===== config.mk =====
export PLATFORM = sky130hd
export DESIGN_NAME = spi_nor_flash_command_sequencer_flat
export DESIGN_NICKNAME = d
export VERILOG_FILES = /design/src/rtl/core/spi_nor_pkg.sv /design/src/rtl/core/spi_nor_if.sv /design/src/rtl/core/spi_nor_flash_command_sequencer.sv /design/src/rtl/core/spi_nor_step.sv /design/src/flat_wrapper.sv
export SDC_FILE = /design/constraint.sdc
export NUM_CORES = 1
export LEC_CHECK = 0
export BUFFER_PORTS_ARGS = -buffer_cell sky130_fd_sc_hd__buf_4
export CAP_MARGIN = 25
export CORE_MARGIN = 5
export CORE_UTILIZATION = 35
export DETAILED_ROUTE_END_ITERATION = 7
export GPL_TIMING_DRIVEN = 0
export PLACE_DENSITY = 0.51
export SLEW_MARGIN = 10
export SYNTH_ARGS = -nofsm -noshare
export SYNTH_HDL_FRONTEND = slang
export SYNTH_HIERARCHICAL = 1
export SYNTH_SLANG_ARGS = --single-unit

===== constraint.sdc =====
create_clock -name clk_i -period 2.8 [get_ports clk_i]
set_input_delay 0.7 -clock clk_i [delete_from_list [all_inputs] [get_ports clk_i]]
set_output_delay 0.7 -clock clk_i [all_outputs]
set_load 0.05 [all_outputs]

===== src/rtl/core/spi_nor_pkg.sv =====
`timescale 1ns / 1ps

package spi_nor_pkg;

  // Default flash page size in bytes.
  localparam int unsigned PageBytesDefault = 256;

  // Flash command opcodes.
  localparam logic [7:0] CmdReadId      = 8'h9F;
  localparam logic [7:0] CmdWriteEnable = 8'h06;
  localparam logic [7:0] CmdReadStatus  = 8'h05;
  localparam logic [7:0] CmdSectorErase = 8'h20;
  localparam logic [7:0] CmdPageProgram = 8'h02;
  localparam logic [7:0] CmdReadData    = 8'h03;

  // Position of the write-in-progress flag in the status byte.
  localparam int unsigned StatusBusyBit = 0;

  // Number of bytes in the device id.
  localparam logic [15:0] IdBytes = 16'd3;

  typedef enum logic [1:0] {
    MODE_START  = 2'd0,
    MODE_TICK   = 2'd1,
    MODE_SUPPLY = 2'd2
  } mode_e;

  typedef enum logic [1:0] {
    OP_READ_ID = 2'd0,
    OP_ERASE   = 2'd1,
    OP_PROGRAM = 2'd2,
    OP_READ    = 2'd3
  } op_e;

  typedef enum logic [3:0] {
    PH_IDLE      = 4'd0,
    PH_WREN      = 4'd1,
    PH_WREN_END  = 4'd2,
    PH_CMD       = 4'd3,
    PH_A2        = 4'd4,
    PH_A1        = 4'd5,
    PH_A0        = 4'd6,
    PH_DATA      = 4'd7,
    PH_CMD_END   = 4'd8,
    PH_POLL_CMD  = 4'd9,
    PH_POLL_READ = 4'd10,
    PH_DONE_END  = 4'd11
  } phase_e;

  typedef enum logic [1:0] {
    KIND_NONE = 2'd0,
    KIND_BYTE = 2'd1,
    KIND_ID   = 2'd2
  } kind_e;

  typedef enum logic [1:0] {
    STAT_OK        = 2'd0,
    STAT_BUSY      = 2'd1,
    STAT_NO_SUPPLY = 2'd2
  } status_e;

  typedef struct packed {
    logic [1:0]  mode;
    logic [1:0]  operation;
    logic [23:0] address;
    logic [15:0] byte_count;
    logic [7:0]  write_byte;
    logic        miso_bit;
  } req_item_t;

  typedef struct packed {
    logic        chip_select_n;
    logic        serial_clock;
    logic        serial_out;
    logic [23:0] data_out;
    logic [1:0]  data_kind;
    logic        need_byte;
    logic        busy_res;
    logic        finished;
    logic [1:0]  status;
  } res_item_t;

  // Sequencer state, all of it set to SeqStateReset by reset.
  typedef struct packed {
    phase_e      phase;
    op_e         operation;
    logic [2:0]  bit_index;
    logic        clock_high_half;
    logic [7:0]  tx_shift;
    logic [7:0]  rx_shift;
    logic [15:0] bytes_remaining;
    logic [23:0] target_address;
    logic [23:0] id_accum;
    logic        held_valid;
    logic        select_active;
    logic        pin_sclk;
    logic        pin_mosi;
  } seq_state_t;

  localparam seq_state_t SeqStateReset = '{
    phase:           PH_IDLE,
    operation:       OP_READ_ID,
    bit_index:       3'd7,
    clock_high_half: 1'b0,
    tx_shift:        8'd0,
    rx_shift:        8'd0,
    bytes_remaining: 16'd0,
    target_address:  24'd0,
    id_accum:        24'd0,
    held_valid:      1'b0,
    select_active:   1'b0,
    pin_sclk:        1'b0,
    pin_mosi:        1'b0
  };

  // True at the low half that opens a program data byte.
  function automatic logic at_program_byte_start(input seq_state_t s);
    return (s.phase == PH_DATA) && (s.operation == OP_PROGRAM) &&
           !s.clock_high_half && (s.bit_index == 3'd7);
  endfunction

  function automatic logic is_byte_phase(input phase_e p);
    return (p == PH_WREN) || ((p >= PH_CMD) && (p <= PH_DATA)) ||
           (p == PH_POLL_CMD) || (p == PH_POLL_READ);
  endfunction

endpackage


===== src/rtl/core/spi_nor_if.sv =====
`timescale 1ns / 1ps

interface spi_nor_req_if;
  logic                   valid;
  logic                   ready;
  spi_nor_pkg::req_item_t item;

  modport source (output valid, output item, input ready);
  modport sink (input valid, input item, output ready);
endinterface

interface spi_nor_res_if;
  logic                   valid;
  logic                   ready;
  spi_nor_pkg::res_item_t item;

  modport source (output valid, output item, input ready);
  modport sink (input valid, input item, output ready);
endinterface


===== src/rtl/core/spi_nor_flash_command_sequencer.sv =====
`timescale 1ns / 1ps

// Channel   Dir   Payload      Meaning
// req_i     in    req_item_t   start, half-period tick or program data byte
// res_o     out   res_item_t   pin levels, received data, flags, one per request
//
// Each request is handled at the edge that accepts it: the sequencer state
// and the result register both update there, so one request per cycle is
// sustained while res_o does not stall; its result is offered on the next cycle.
// A request is taken whenever the result register is empty or its result
// leaves in the same cycle; req_i stalls only while res_o stalls.
// Reset puts the sequencer in idle with chip select high.

module spi_nor_flash_command_sequencer #(
  parameter int unsigned PAGE_BYTES = spi_nor_pkg::PageBytesDefault
) (
  input  logic                 clk_i,
  input  logic                 rst_ni,
  spi_nor_req_if.sink          req_i,
  spi_nor_res_if.source        res_o
);

  spi_nor_pkg::seq_state_t state_q, state_d;
  logic [7:0]              held_q, held_d;
  spi_nor_pkg::res_item_t  res_q, res_d;
  logic                    res_valid_q;
  logic                    accept;

  assign req_i.ready = !res_valid_q || res_o.ready;
  assign accept      = req_i.valid && req_i.ready;

  spi_nor_step #(
    .PAGE_BYTES(PAGE_BYTES)
  ) u_step (
    .state_i    (state_q),
    .held_byte_i(held_q),
    .item_i     (req_i.item),
    .state_o    (state_d),
    .held_byte_o(held_d),
    .result_o   (res_d)
  );

  always_ff @(posedge clk_i or negedge rst_ni) begin
    if (!rst_ni) begin
      state_q     <= spi_nor_pkg::SeqStateReset;
      res_valid_q <= 1'b0;
    end else begin
      if (accept) begin
        state_q <= state_d;
      end
      if (accept) begin
        res_valid_q <= 1'b1;
      end else if (res_o.ready) begin
        res_valid_q <= 1'b0;
      end
    end
  end

  // The held byte is only read while its valid flag is set.
  always_ff @(posedge clk_i) begin
    if (accept) begin
      held_q <= held_d;
      res_q  <= res_d;
    end
  end

  assign res_o.valid = res_valid_q;
  assign res_o.item  = res_q;

endmodule


===== src/rtl/core/spi_nor_step.sv =====
`timescale 1ns / 1ps

// Next-state and result logic for one request.
module spi_nor_step #(
  parameter int unsigned PAGE_BYTES = spi_nor_pkg::PageBytesDefault
) (
  input  spi_nor_pkg::seq_state_t state_i,
  input  logic [7:0]              held_byte_i,
  input  spi_nor_pkg::req_item_t  item_i,
  output spi_nor_pkg::seq_state_t state_o,
  output logic [7:0]              held_byte_o,
  output spi_nor_pkg::res_item_t  result_o
);

  localparam logic [15:0] PageLimit = 16'(PAGE_BYTES);

  spi_nor_pkg::seq_state_t s_d;
  logic [7:0]              held_d;
  logic [23:0]             data;
  spi_nor_pkg::kind_e      kind;
  spi_nor_pkg::status_e    status;
  logic                    fin;
  logic                    at_pbs;
  logic [15:0]             unloaded;
  logic                    in_prog;
  logic [7:0]              rx_new;
  logic [15:0]             rem_new;
  logic [23:0]             id_new;

  assign at_pbs = spi_nor_pkg::at_program_byte_start(state_i);

  always_comb begin
    s_d      = state_i;
    held_d   = held_byte_i;
    data     = '0;
    kind     = spi_nor_pkg::KIND_NONE;
    status   = spi_nor_pkg::STAT_OK;
    fin      = 1'b0;
    unloaded = state_i.bytes_remaining;
    in_prog  = 1'b0;
    rx_new   = {state_i.rx_shift[6:0], item_i.miso_bit};
    rem_new  = state_i.bytes_remaining - 16'd1;
    id_new   = {state_i.id_accum[15:0], rx_new};

    unique case (spi_nor_pkg::mode_e'(item_i.mode))
      spi_nor_pkg::MODE_START: begin
        if (state_i.phase != spi_nor_pkg::PH_IDLE) begin
          status = spi_nor_pkg::STAT_BUSY;
        end else begin
          s_d.operation       = spi_nor_pkg::op_e'(item_i.operation);
          s_d.target_address  = item_i.address;
          s_d.held_valid      = 1'b0;
          s_d.bit_index       = 3'd7;
          s_d.clock_high_half = 1'b0;
          unique case (spi_nor_pkg::op_e'(item_i.operation))
            spi_nor_pkg::OP_READ_ID: begin
              s_d.bytes_remaining = '0;
              s_d.phase           = spi_nor_pkg::PH_CMD;
              s_d.tx_shift        = spi_nor_pkg::CmdReadId;
            end
            spi_nor_pkg::OP_READ: begin
              s_d.bytes_remaining = item_i.byte_count;
              s_d.phase           = spi_nor_pkg::PH_CMD;
              s_d.tx_shift        = spi_nor_pkg::CmdReadData;
            end
            spi_nor_pkg::OP_PROGRAM: begin
              s_d.bytes_remaining = (item_i.byte_count > PageLimit) ?
                                    PageLimit : item_i.byte_count;
              s_d.phase           = spi_nor_pkg::PH_WREN;
              s_d.tx_shift        = spi_nor_pkg::CmdWriteEnable;
            end
            default: begin
              s_d.bytes_remaining = '0;
              s_d.phase           = spi_nor_pkg::PH_WREN;
              s_d.tx_shift        = spi_nor_pkg::CmdWriteEnable;
            end
          endcase
        end
      end

      spi_nor_pkg::MODE_SUPPLY: begin
        in_prog = (state_i.operation == spi_nor_pkg::OP_PROGRAM) &&
                  (state_i.phase != spi_nor_pkg::PH_IDLE) &&
                  (state_i.phase <= spi_nor_pkg::PH_DATA);
        // Mid-byte, the byte on the wire is already counted as loaded.
        if ((state_i.phase == spi_nor_pkg::PH_DATA) && !at_pbs &&
            (state_i.bytes_remaining != 16'd0)) begin
          unloaded = rem_new;
        end
        if (in_prog && !state_i.held_valid && (unloaded != 16'd0)) begin
          held_d         = item_i.write_byte;
          s_d.held_valid = 1'b1;
        end else begin
          status = spi_nor_pkg::STAT_NO_SUPPLY;
        end
      end

      spi_nor_pkg::MODE_TICK: begin
        if (spi_nor_pkg::is_byte_phase(state_i.phase)) begin
          if (!state_i.clock_high_half) begin
            if (at_pbs && !state_i.held_valid) begin
              // Waiting for program data: hold everything, SCLK stays low.
              s_d.pin_sclk = 1'b0;
            end else begin
              if (at_pbs) begin
                s_d.tx_shift   = held_byte_i;
                s_d.held_valid = 1'b0;
              end
              s_d.select_active   = 1'b1;
              s_d.pin_sclk        = 1'b0;
              s_d.pin_mosi        = s_d.tx_shift[state_i.bit_index];
              s_d.clock_high_half = 1'b1;
            end
          end else begin
            s_d.pin_sclk        = 1'b1;
            s_d.rx_shift        = rx_new;
            s_d.clock_high_half = 1'b0;
            if (state_i.bit_index != 3'd0) begin
              s_d.bit_index = state_i.bit_index - 3'd1;
            end else begin
              s_d.bit_index = 3'd7;
              unique case (state_i.phase)
                spi_nor_pkg::PH_WREN: begin
                  s_d.phase = spi_nor_pkg::PH_WREN_END;
                end
                spi_nor_pkg::PH_CMD: begin
                  if (state_i.operation == spi_nor_pkg::OP_READ_ID) begin
                    s_d.phase           = spi_nor_pkg::PH_DATA;
                    s_d.bytes_remaining = spi_nor_pkg::IdBytes;
                    s_d.id_accum        = '0;
                    s_d.tx_shift        = '0;
                  end else begin
                    s_d.phase    = spi_nor_pkg::PH_A2;
                    s_d.tx_shift = state_i.target_address[23:16];
                  end
                end
                spi_nor_pkg::PH_A2: begin
                  s_d.phase    = spi_nor_pkg::PH_A1;
                  s_d.tx_shift = state_i.target_address[15:8];
                end
                spi_nor_pkg::PH_A1: begin
                  s_d.phase    = spi_nor_pkg::PH_A0;
                  s_d.tx_shift = state_i.target_address[7:0];
                end
                spi_nor_pkg::PH_A0: begin
                  s_d.tx_shift = '0;
                  s_d.phase    = (state_i.bytes_remaining == 16'd0) ?
                                 spi_nor_pkg::PH_CMD_END : spi_nor_pkg::PH_DATA;
                end
                spi_nor_pkg::PH_DATA: begin
                  if (state_i.operation == spi_nor_pkg::OP_READ_ID) begin
                    s_d.id_accum = id_new;
                  end else if (state_i.operation == spi_nor_pkg::OP_READ) begin
                    data = {16'd0, rx_new};
                    kind = spi_nor_pkg::KIND_BYTE;
                  end
                  s_d.bytes_remaining = rem_new;
                  if (rem_new == 16'd0) begin
                    if (state_i.operation == spi_nor_pkg::OP_READ_ID) begin
                      data = id_new;
                      kind = spi_nor_pkg::KIND_ID;
                    end
                    s_d.phase = spi_nor_pkg::PH_CMD_END;
                  end
                end
                spi_nor_pkg::PH_POLL_CMD: begin
                  s_d.phase    = spi_nor_pkg::PH_POLL_READ;
                  s_d.tx_shift = '0;
                end
                default: begin
                  // Status poll: done once the write-in-progress flag clears.
                  if (!rx_new[spi_nor_pkg::StatusBusyBit]) begin
                    s_d.phase = spi_nor_pkg::PH_DONE_END;
                  end
                end
              endcase
            end
          end
        end else if (state_i.phase == spi_nor_pkg::PH_WREN_END) begin
          s_d.select_active = 1'b0;
          s_d.pin_sclk      = 1'b0;
          s_d.pin_mosi      = 1'b0;
          s_d.phase         = spi_nor_pkg::PH_CMD;
          s_d.tx_shift      = (state_i.operation == spi_nor_pkg::OP_ERASE) ?
                              spi_nor_pkg::CmdSectorErase :
                              spi_nor_pkg::CmdPageProgram;
        end else if (state_i.phase == spi_nor_pkg::PH_CMD_END) begin
          s_d.select_active = 1'b0;
          s_d.pin_sclk      = 1'b0;
          s_d.pin_mosi      = 1'b0;
          if ((state_i.operation == spi_nor_pkg::OP_ERASE) ||
              (state_i.operation == spi_nor_pkg::OP_PROGRAM)) begin
            s_d.phase    = spi_nor_pkg::PH_POLL_CMD;
            s_d.tx_shift = spi_nor_pkg::CmdReadStatus;
          end else begin
            s_d.phase = spi_nor_pkg::PH_IDLE;
            fin       = 1'b1;
          end
        end else if (state_i.phase == spi_nor_pkg::PH_DONE_END) begin
          s_d.select_active = 1'b0;
          s_d.pin_sclk      = 1'b0;
          s_d.pin_mosi      = 1'b0;
          s_d.phase         = spi_nor_pkg::PH_IDLE;
          fin               = 1'b1;
        end
      end

      default: begin
        // Unused mode code: no change.
      end
    endcase
  end

  assign state_o     = s_d;
  assign held_byte_o = held_d;

  always_comb begin
    result_o.chip_select_n = !s_d.select_active;
    result_o.serial_clock  = s_d.pin_sclk;
    result_o.serial_out    = s_d.pin_mosi;
    result_o.data_out      = data;
    result_o.data_kind     = kind;
    result_o.need_byte     = spi_nor_pkg::at_program_byte_start(s_d) && !s_d.held_valid;
    result_o.busy_res      = (s_d.phase != spi_nor_pkg::PH_IDLE);
    result_o.finished      = fin;
    result_o.status        = status;
  end

endmodule


===== src/flat_wrapper.sv =====
// flat-port wrapper written by rule: the top's interface ports become plain ports
module spi_nor_flash_command_sequencer_flat 
#(
  parameter int unsigned PAGE_BYTES = spi_nor_pkg::PageBytesDefault
)
  (clk_i, rst_ni, req_i_valid, req_i_item, req_i_ready, res_o_valid, res_o_item, res_o_ready);
  spi_nor_req_if req_i_i ();
  spi_nor_res_if res_o_i ();
  input  logic clk_i;
  input  logic rst_ni;
  input wire logic [$bits(req_i_i.valid)-1:0] req_i_valid;
  input wire logic [$bits(req_i_i.item)-1:0] req_i_item;
  output wire logic [$bits(req_i_i.ready)-1:0] req_i_ready;
  output wire logic [$bits(res_o_i.valid)-1:0] res_o_valid;
  output wire logic [$bits(res_o_i.item)-1:0] res_o_item;
  input wire logic [$bits(res_o_i.ready)-1:0] res_o_ready;
  assign req_i_i.valid = req_i_valid;
  assign req_i_i.item = req_i_item;
  assign req_i_ready = req_i_i.ready;
  assign res_o_valid = res_o_i.valid;
  assign res_o_item = res_o_i.item;
  assign res_o_i.ready = res_o_ready;
  spi_nor_flash_command_sequencer #(.PAGE_BYTES(PAGE_BYTES)) u_core (.clk_i(clk_i), .rst_ni(rst_ni), .req_i(req_i_i), .res_o(res_o_i));
endmodule

==> impl_metrics.sql, run 1 <==
INSERT INTO impl_metrics (metric_group, metric, value, unit) VALUES
('grt', 'grt_pass1_vias', '6749', ''),
('floorplanning', 'std_cell_rows', '56', ''),
('cells_and_area', 'diodes', '0', ''),
('placement', 'detailed_placement_wirelength_estimate', '17900', 'um'),
('timing', 'slew_violations', '0', ''),
('placement', 'gpl.final_weighted_congestion', '0.866', ''),
('power_and_ir_drop', 'worst_ir_drop_vdd', '0.403', 'mV'),
('cells_and_area', 'fillCellCount', '2290', ''),
('flow_run', 'drv_cap', '0', ''),
('route', 'drtPass1Iterations', '5', ''),
('timing', 'fin_skew', '0.0105', 'ns'),
('placement', 'dpl-instance-area', '0.00956', 'mm2'),
('timing', 'finalWorstSetupSlack', '-0.0951', 'ns'),
('synthesis', 'syn_avg_cell_area', '10.3', 'um2'),
('synthesis', 'synth.cell_area', '0.00840', 'mm2'),
('cells_and_area', 'final_net_count', '1024', ''),
('power_and_ir_drop', 'power_per_cell_area', '992', 'mW/mm2'),
('placement', 'number_of_i_o_port_buffers', '90', ''),
('clock_network', 'clock-sinks', '128', ''),
('critical_path', 'max_stage_delay', '0.54', 'ns'),
('timing', 'period_needed', '2.90', 'ns'),
('clock_network', 'cts_tree', 'built', ''),
('synthesis', 'post_synth_inst_count', '819', ''),
('floorplanning', 'core_area', '0.0235', 'mm2'),
('timing', 'achievable-frequency', '345', 'MHz'),
('synthesis', 'synth_warnings', '6', ''),
('grt', 'largest_net_degree_at_the_start_of_global_routing', '45', ''),
('route', 'dr_total_vias', '6912', ''),
('critical_path', 'timing.critical_path.max_delay_family', 'simple AND/OR/NAND/NOR gates', ''),
('timing', 'slew_at_the_pin_closest_to_its_max_slew_limit', '0.775', 'ns'),
('timing', 'setup_viol_count_final', '9', ''),
('clock_network', 'clk_latency', '0.42', 'ns'),
('clock_network', 'numCtsBuffers', '17', ''),
('critical_path', 'crit_buf_inv', '1', ''),
('clock_network', 'cts_root_buffer', 'clkbuf_16', ''),
('power_and_ir_drop', 'static_leakage_power', '4.69', 'nW'),
('critical_path', 'crit_required', '2.96', 'ns'),
('route', 'wire_per_inst', '19.5', 'um'),
('critical_path', 'critical_path.cell_chain', 'buf_6, or4_4, nor4b_4, xnor2_2, and3_4, a21oi_4, o21a_1, or4b_4', ''),
('cells_and_area', 'layout.cells.most_common', 'nand2_1', ''),
('clock_network', 'cts_h_tree_depth', '4', ''),
('critical_path', 'r2r_slack', '-0.1', 'ns'),
('critical_path', 'critPathCaptureType', 'flop', ''),
('floorplanning', 'die-height', '165', 'um'),
('route', 'drt_iter0_markers', '565', ''),
('route', 'drt_drc_violations_left', '0', ''),
('floorplanning', 'dieArea', '0.0272', 'mm2'),
('outcome', 'run_status', 'complete, but fails checks', ''),
('outcome', 'violations', 'setup timing', ''),
('floorplanning', 'io_pins', '93', ''),
('clock_network', 'clkTransAtPathRegs', '0.07', 'ns'),
('route', 'detail_route.wirelength', '25100', 'um'),
('clock_network', 'max-clock-path-buffers', '2', ''),
('grt', 'grt_total_ovfl', '0', ''),
('cells_and_area', 'syn_to_layout_area_delta', '26.8', '%'),
('cells_and_area', 'final_cell_mix', 'nand2_1 (122), buf_4 (117), dfrtp_1 (76), mux2_4 (57), mux2_2 (48)', ''),
('min_path', 'hold_class', 'primary input to asynchronous set/reset pin', ''),
('floorplanning', 'start_util', '0.357', ''),
('critical_path', 'timing.critical_path.arrival', '3.05', 'ns'),
('route', 'drtAntennaViolNets', '0', ''),
('critical_path', 'setup.worst_path.start_class', 'flop', ''),
('critical_path', 'worst_path_max_delay_cell', 'or4_4', ''),
('timing', 'min_period_over_period', '1.03', ''),
('timing', 'rsz0062_at_grt', 'true', ''),
('route', 'avgViaCountPerCell', '5.38', ''),
('critical_path', 'worst_r2r_startpoint', 'u_core/state_q[55]', ''),
('clock_network', 'cts-hold-fix-buffers', '0', ''),
('timing', 'timing.max_slew.rel_slack', '0.483', ''),
('critical_path', 'count_of_cells_along_the_worst_register_to_register_path', '8', ''),
('synthesis', 'synthesized_nets', '890', ''),
('critical_path', 'worst_r2r_endpoint', 'u_core/res_o.item[3]', ''),
('cells_and_area', 'finish.instance_area', '0.0107', 'mm2'),
('cells_and_area', 'drive_gt1_frac', '0.384', ''),
('critical_path', 'timing.setup.critical_path_class', 'flop to flop', ''),
('critical_path', 'worstPathMaxFanout', '5', ''),
('grt', 'global_route_wire_length_before_repair', '38900', 'um'),
('timing', 'hold_violations', '0', ''),
('timing', 'fin_hold_ws', '0.277', 'ns'),
('floorplanning', 'die_w', '165', 'um'),
('grt', 'antenna_found_initial', '1', ''),
('grt', 'grt_usage', '0.187', '');
-- state kept, by name (all words and copies together) (netlist names) --
signal	count
u_core/held_q	8
u_core/state_q	85
u_core/res_o.item	34
u_core/res_o.valid	1
-- worst max path at each step --
stage | startpoint | to | depth (start not counted)
finish | u_core/state_q[55] | u_core/res_o.item[3] | 8
global placement | req_i_item[51] | u_core/res_o.item[24] | 7
floorplan | u_core/state_q[52] | u_core/res_o.item[3] | 10
global route | u_core/state_q[60] | u_core/res_o.item[3] | 8
detailed placement | req_i_item[51] | u_core/res_o.item[29] | 7
CTS | u_core/state_q[52] | u_core/res_o.item[3] | 8
-- power by group --
part           switching [mW]  leakage [nW]  internal [mW]
Combinational            2.83          2.89           2.50
Sequential              0.536          1.52           2.43
Clock                    1.01         0.282           1.27
-- worst reg2reg max path, delay by kind of cell (launching register included) --
| family | cells | cell delay [ns] |
|---|---|---|
| compound gates | 2 | 0.29 |
| xor+xnor | 1 | 0.17 |
| buf+inv | 1 | 0.14 |
| flops | 1 | 0.39 |
| simple gates | 4 | 1.64 |
-- cell type report --
type | count | area, um2 | area share
Multi-Input combinational cell | 609 | 4900 | 0.459
Clock buffer | 17 | 425 | 0.0399
Sequential cell | 128 | 3430 | 0.321
Buffer | 56 | 323 | 0.0303
Timing Repair Buffer | 119 | 937 | 0.0879
Clock inverter | 15 | 166 | 0.0156
Tap cell | 319 | 399 | 0.0375
Inverter | 22 | 83.8 | 0.00787
-- per-layer routing --
| metal | track usage | wire length [um] | share of wire | vias up |
|---|---|---|---|---|
| met5 | 0 | 13 | 0.00052 | - |
| met4 | 0.0703 | 674 | 0.027 | 2 |
| met3 | 0.0374 | 1170 | 0.047 | 41 |
| met2 | 0.294 | 11800 | 0.47 | 179 |
| met1 | 0.254 | 11500 | 0.46 | 3392 |
| li1 | - | - | - | 3298 |
-- timing repair --
action | in CTS | in global routing
setup buffers | 14 | 10
setup endpoints to repair | 97 | 81
pin swaps | 14 | 16
resized for setup | 54 | 53
-- through the flow --
| step | worst slack (ns) | util | setup TNS [ns] | total power, mW | std cells |
|---|---|---|---|---|---|
| final | -0.0951 | 0.453 | -0.585 | 10.6 | 1285 |
| after floorplan | 0.0146 | - | 0 | 6.27 | 819 |
| after detailed placement | -0.693 | 0.406 | -35.22 | 7.46 | 1233 |
| after global placement | -0.685 | 0.403 | -55.32 | 7.40 | 1228 |
| after CTS | -0.157 | 0.445 | -1.30 | 10.2 | 1277 |
| after global routing | -0.163 | 0.453 | -2.04 | 11.2 | 1285 |
(Power assumes the default switching activity.)
==> run 2, diff against run 1 <==
--- a/config.mk
+++ b/config.mk
@@ -7,11 +7,13 @@
 export LEC_CHECK = 0
 export BUFFER_PORTS_ARGS = -buffer_cell sky130_fd_sc_hd__buf_4
 export CAP_MARGIN = 25
-export CORE_MARGIN = 5
+export CELL_PAD_IN_SITES_DETAIL_PLACEMENT = 2
+export CELL_PAD_IN_SITES_GLOBAL_PLACEMENT = 2
+export CORE_MARGIN = 1
 export CORE_UTILIZATION = 35
 export DETAILED_ROUTE_END_ITERATION = 7
 export GPL_TIMING_DRIVEN = 0
-export PLACE_DENSITY = 0.51
+export PLACE_DENSITY = 0.74
 export SLEW_MARGIN = 10
 export SYNTH_ARGS = -nofsm -noshare
 export SYNTH_HDL_FRONTEND = slang
==> impl_metrics.sql, run 2 (synthesis gave the netlist of run 1 again) <==
INSERT INTO impl_metrics (metric_group, metric, value, unit) VALUES
('timing', 'rsz0062_at_grt', 'true', ''),
('timing', 'slew_at_the_pin_closest_to_its_max_slew_limit', '0.887', 'ns'),
('route', 'wire_per_inst', '23.9', 'um'),
('cells_and_area', 'diodes', '0', ''),
('placement', 'detailed_placement_wirelength_estimate', '20400', 'um'),
('route', 'avgViaCountPerCell', '5.74', ''),
('cells_and_area', 'largest_register_ffs', '85', ''),
('timing', 'period_needed', '2.90', 'ns'),
('floorplanning', 'dieArea', '0.0246', 'mm2'),
('placement', 'place_inst', '1231', ''),
('power_and_ir_drop', 'static_leakage_power', '4.81', 'nW'),
('clock_network', 'cts_root_buffer', 'clkbuf_16', ''),
('power_and_ir_drop', 'pwr-share-comb', '0.531', ''),
('placement', 'number_of_i_o_port_buffers', '90', ''),
('cells_and_area', 'postLayoutCoreUtil', '0.464', ''),
('power_and_ir_drop', 'swShare', '0.438', ''),
('grt', 'global_route_wire_length_before_repair', '47200', 'um'),
('floorplanning', 'io_pins', '93', ''),
('route', 'drtPass1Iterations', '5', ''),
('critical_path', 'setup.worst_path.start_class', 'flop', ''),
('floorplanning', 'die-height', '157', 'um'),
('route', 'drtAntennaViolNets', '0', ''),
('clock_network', 'max-clock-path-buffers', '2', ''),
('clock_network', 'numCtsBuffers', '17', ''),
('critical_path', 'critPathCaptureType', 'flop', ''),
('route', 'drt_iter0_markers', '359', ''),
('placement', 'gpl.final_weighted_congestion', '0.843', ''),
('clock_network', 'cts-hold-fix-buffers', '0', ''),
('power_and_ir_drop', 'net-switching-power', '4.87', 'mW'),
('cells_and_area', 'fillCellCount', '2461', ''),
('timing', 'setup_viol_count_final', '9', ''),
('flow_run', 'drv_cap', '0', ''),
('critical_path', 'timing.critical_path.arrival', '3.07', 'ns'),
('clock_network', 'cts_tree', 'built', ''),
('grt', 'grt_usage', '0.258', ''),
('critical_path', 'worst_path_max_delay_cell', 'or4b_1', ''),
('timing', 'fin_hold_ws', '0.238', 'ns'),
('power_and_ir_drop', 'share_clk_of_total_power', '0.199', ''),
('placement', 'place_ws', '-0.807', 'ns'),
('timing', 'hold_violations', '0', ''),
('timing', 'fin_skew', '0.0141', 'ns'),
('critical_path', 'max_stage_delay', '0.47', 'ns'),
('timing', 'timing.max_slew.rel_slack', '0.409', ''),
('grt', 'grt_use_met3', '0.0369', ''),
('route', 'detail_route.wirelength', '31200', 'um'),
('timing', 'achievable-frequency', '344', 'MHz'),
('cells_and_area', 'final_net_count', '1044', ''),
('cells_and_area', 'top_register', 'u_core/state_q', ''),
('grt', 'globalRoute.busiestLayer', 'met2', ''),
('floorplanning', 'start_util', '0.357', ''),
('grt', 'antenna_found_initial', '0', ''),
('grt', 'largest_net_degree_at_the_start_of_global_routing', '52', ''),
('timing', 'finalWorstSetupSlack', '-0.105', 'ns'),
('clock_network', 'cts_h_tree_depth', '4', ''),
('power_and_ir_drop', 'power_per_cell_area', '1020', 'mW/mm2'),
('critical_path', 'critical_path.cell_chain', 'clkbuf_1, nor3_1, nand4_1, buf_4, xnor2_2, nand2b_2, o41a_1, nor2_1, or4b_1', ''),
('timing', 'min_period_over_period', '1.04', ''),
('outcome', 'run_status', 'complete, but fails checks', ''),
('cells_and_area', 'syn_to_layout_area_delta', '30.0', '%'),
('clock_network', 'clock-sinks', '128', ''),
('power_and_ir_drop', 'sequentialPowerShare', '0.270', ''),
('grt', 'met1_usage', '0.321', ''),
('grt', 'grt_pass1_vias', '7938', ''),
('grt', 'grt_util_met2', '0.456', ''),
('cells_and_area', 'final_cell_mix', 'buf_4 (135), nand2_1 (121), dfrtp_1 (77), mux2_4 (58), mux2_2 (47)', ''),
('critical_path', 'worstPathMaxFanout', '8', ''),
('grt', 'grt_total_ovfl', '0', ''),
('route', 'dr_total_vias', '7492', ''),
('cells_and_area', 'layout.cells.most_common', 'buf_4', ''),
('min_path', 'hold_class', 'primary input to asynchronous set/reset pin', ''),
('route', 'drt_drc_violations_left', '0', ''),
('critical_path', 'crit_required', '2.96', 'ns'),
('power_and_ir_drop', 'internal_power', '6.23', 'mW'),
('floorplanning', 'std_cell_rows', '56', ''),
('clock_network', 'clkTransAtPathRegs', '0.07', 'ns'),
('clock_network', 'clk_latency', '0.43', 'ns'),
('critical_path', 'timing.setup.critical_path_class', 'flop to flop', ''),
('outcome', 'violations', 'setup timing', ''),
('floorplanning', 'core_area', '0.0235', 'mm2'),
('timing', 'slew_violations', '0', ''),
('cells_and_area', 'drive_gt1_frac', '0.409', ''),
('cells_and_area', 'final_cells', '1305', ''),
('floorplanning', 'die_w', '157', 'um'),
('power_and_ir_drop', 'worst_ir_drop_vdd', '0.486', 'mV');
-- run 2: changes by cell type in the layout (fill, tap and decap cells not counted), sizes merged --
cell,before,now
buf,146,166
bufinv,1,0
inv,30,31
-- run 2: metal layers --
metal  routed length (um)  vias to the layer above  share of wire
met4                  672                        0          0.022
met1                13300                     3908           0.43
li1                     -                     3340              -
met2                16000                      202           0.51
met5                    0                        -              0
met3                 1220                       42          0.039
-- run 2: per-stage QoR --
step / TNS, ns / power [mW] / area, um2
6_report: -0.387 / 11.1 / 10900
5_1_grt: -1.67 / 11.7 / 10900
4_1_cts: -0.876 / 10.6 / 10700
3_5_place_dp: -47.31 / 7.64 / 9560
3_3_place_gp: -60.92 / 7.48 / 9490
2_1_floorplan: 0 / 6.27 / 8420
-- run 2: critical path, delay by kind of cell (launching register included) --
kind / cells / cell delay, ns
xor+xnor: 1 / 0.25
flops: 1 / 0.38
simple gates: 5 / 1.30
buf+inv: 2 / 0.44
compound gates: 1 / 0.25
-- run 2: path summary, 6_finish.rpt --
check,start,slack [ns],to,cells past startpoint
min in group clk_i,req_i_valid,0.49,u_core/res_o.valid,2
setup / recovery,u_core/state_q[62],-0.10,u_core/res_o.item[3],9
hold / removal,rst_ni,0.24,u_core/state_q[42],1
hold reg to reg,u_core/state_q[67],0.51,u_core/state_q[67],1
setup reg to reg,u_core/state_q[62],-0.10,u_core/res_o.item[3],9
max in group asynchronous,rst_ni,1.85,u_core/state_q[57],2
-- run 2: layout make-up --
class | count | area, um2 | share of cell area
clock inverter | 15 | 145 | 0.0133
multi-input combinational | 609 | 4990 | 0.457
inverter | 22 | 92.6 | 0.00848
timing repair buffer | 138 | 1090 | 0.0999
sequential | 128 | 3420 | 0.314
clock buffer | 17 | 425 | 0.0390
buffer | 57 | 354 | 0.0324
tap | 319 | 399 | 0.0365
-- run 2: what timing repair did --
| item | 4_1_cts | 5_1_grt |
|---|---|---|
| buffers inserted | 21 | 24 |
| gates cloned | 2 | 0 |
| pin swaps | 18 | 16 |
| hold endpoints to repair | 0 | 0 |
| resized for setup | 82 | 50 |
| setup endpoints to repair | 107 | 53 |
-- run 2: power groups by stage --
| stage | Combinational (mW) | Clock, mW | Sequential [mW] |
|---|---|---|---|
| 5_1_grt | 6.28 | 2.33 | 3.07 |
| 6_report | 5.90 | 2.20 | 3.00 |
| 4_1_cts | 5.39 | 2.28 | 2.97 |
| 3_3_place_gp | 4.52 | 0 | 2.96 |
| 2_1_floorplan | 3.35 | 0 | 2.92 |
| 3_5_place_dp | 4.66 | 0 | 2.98 |
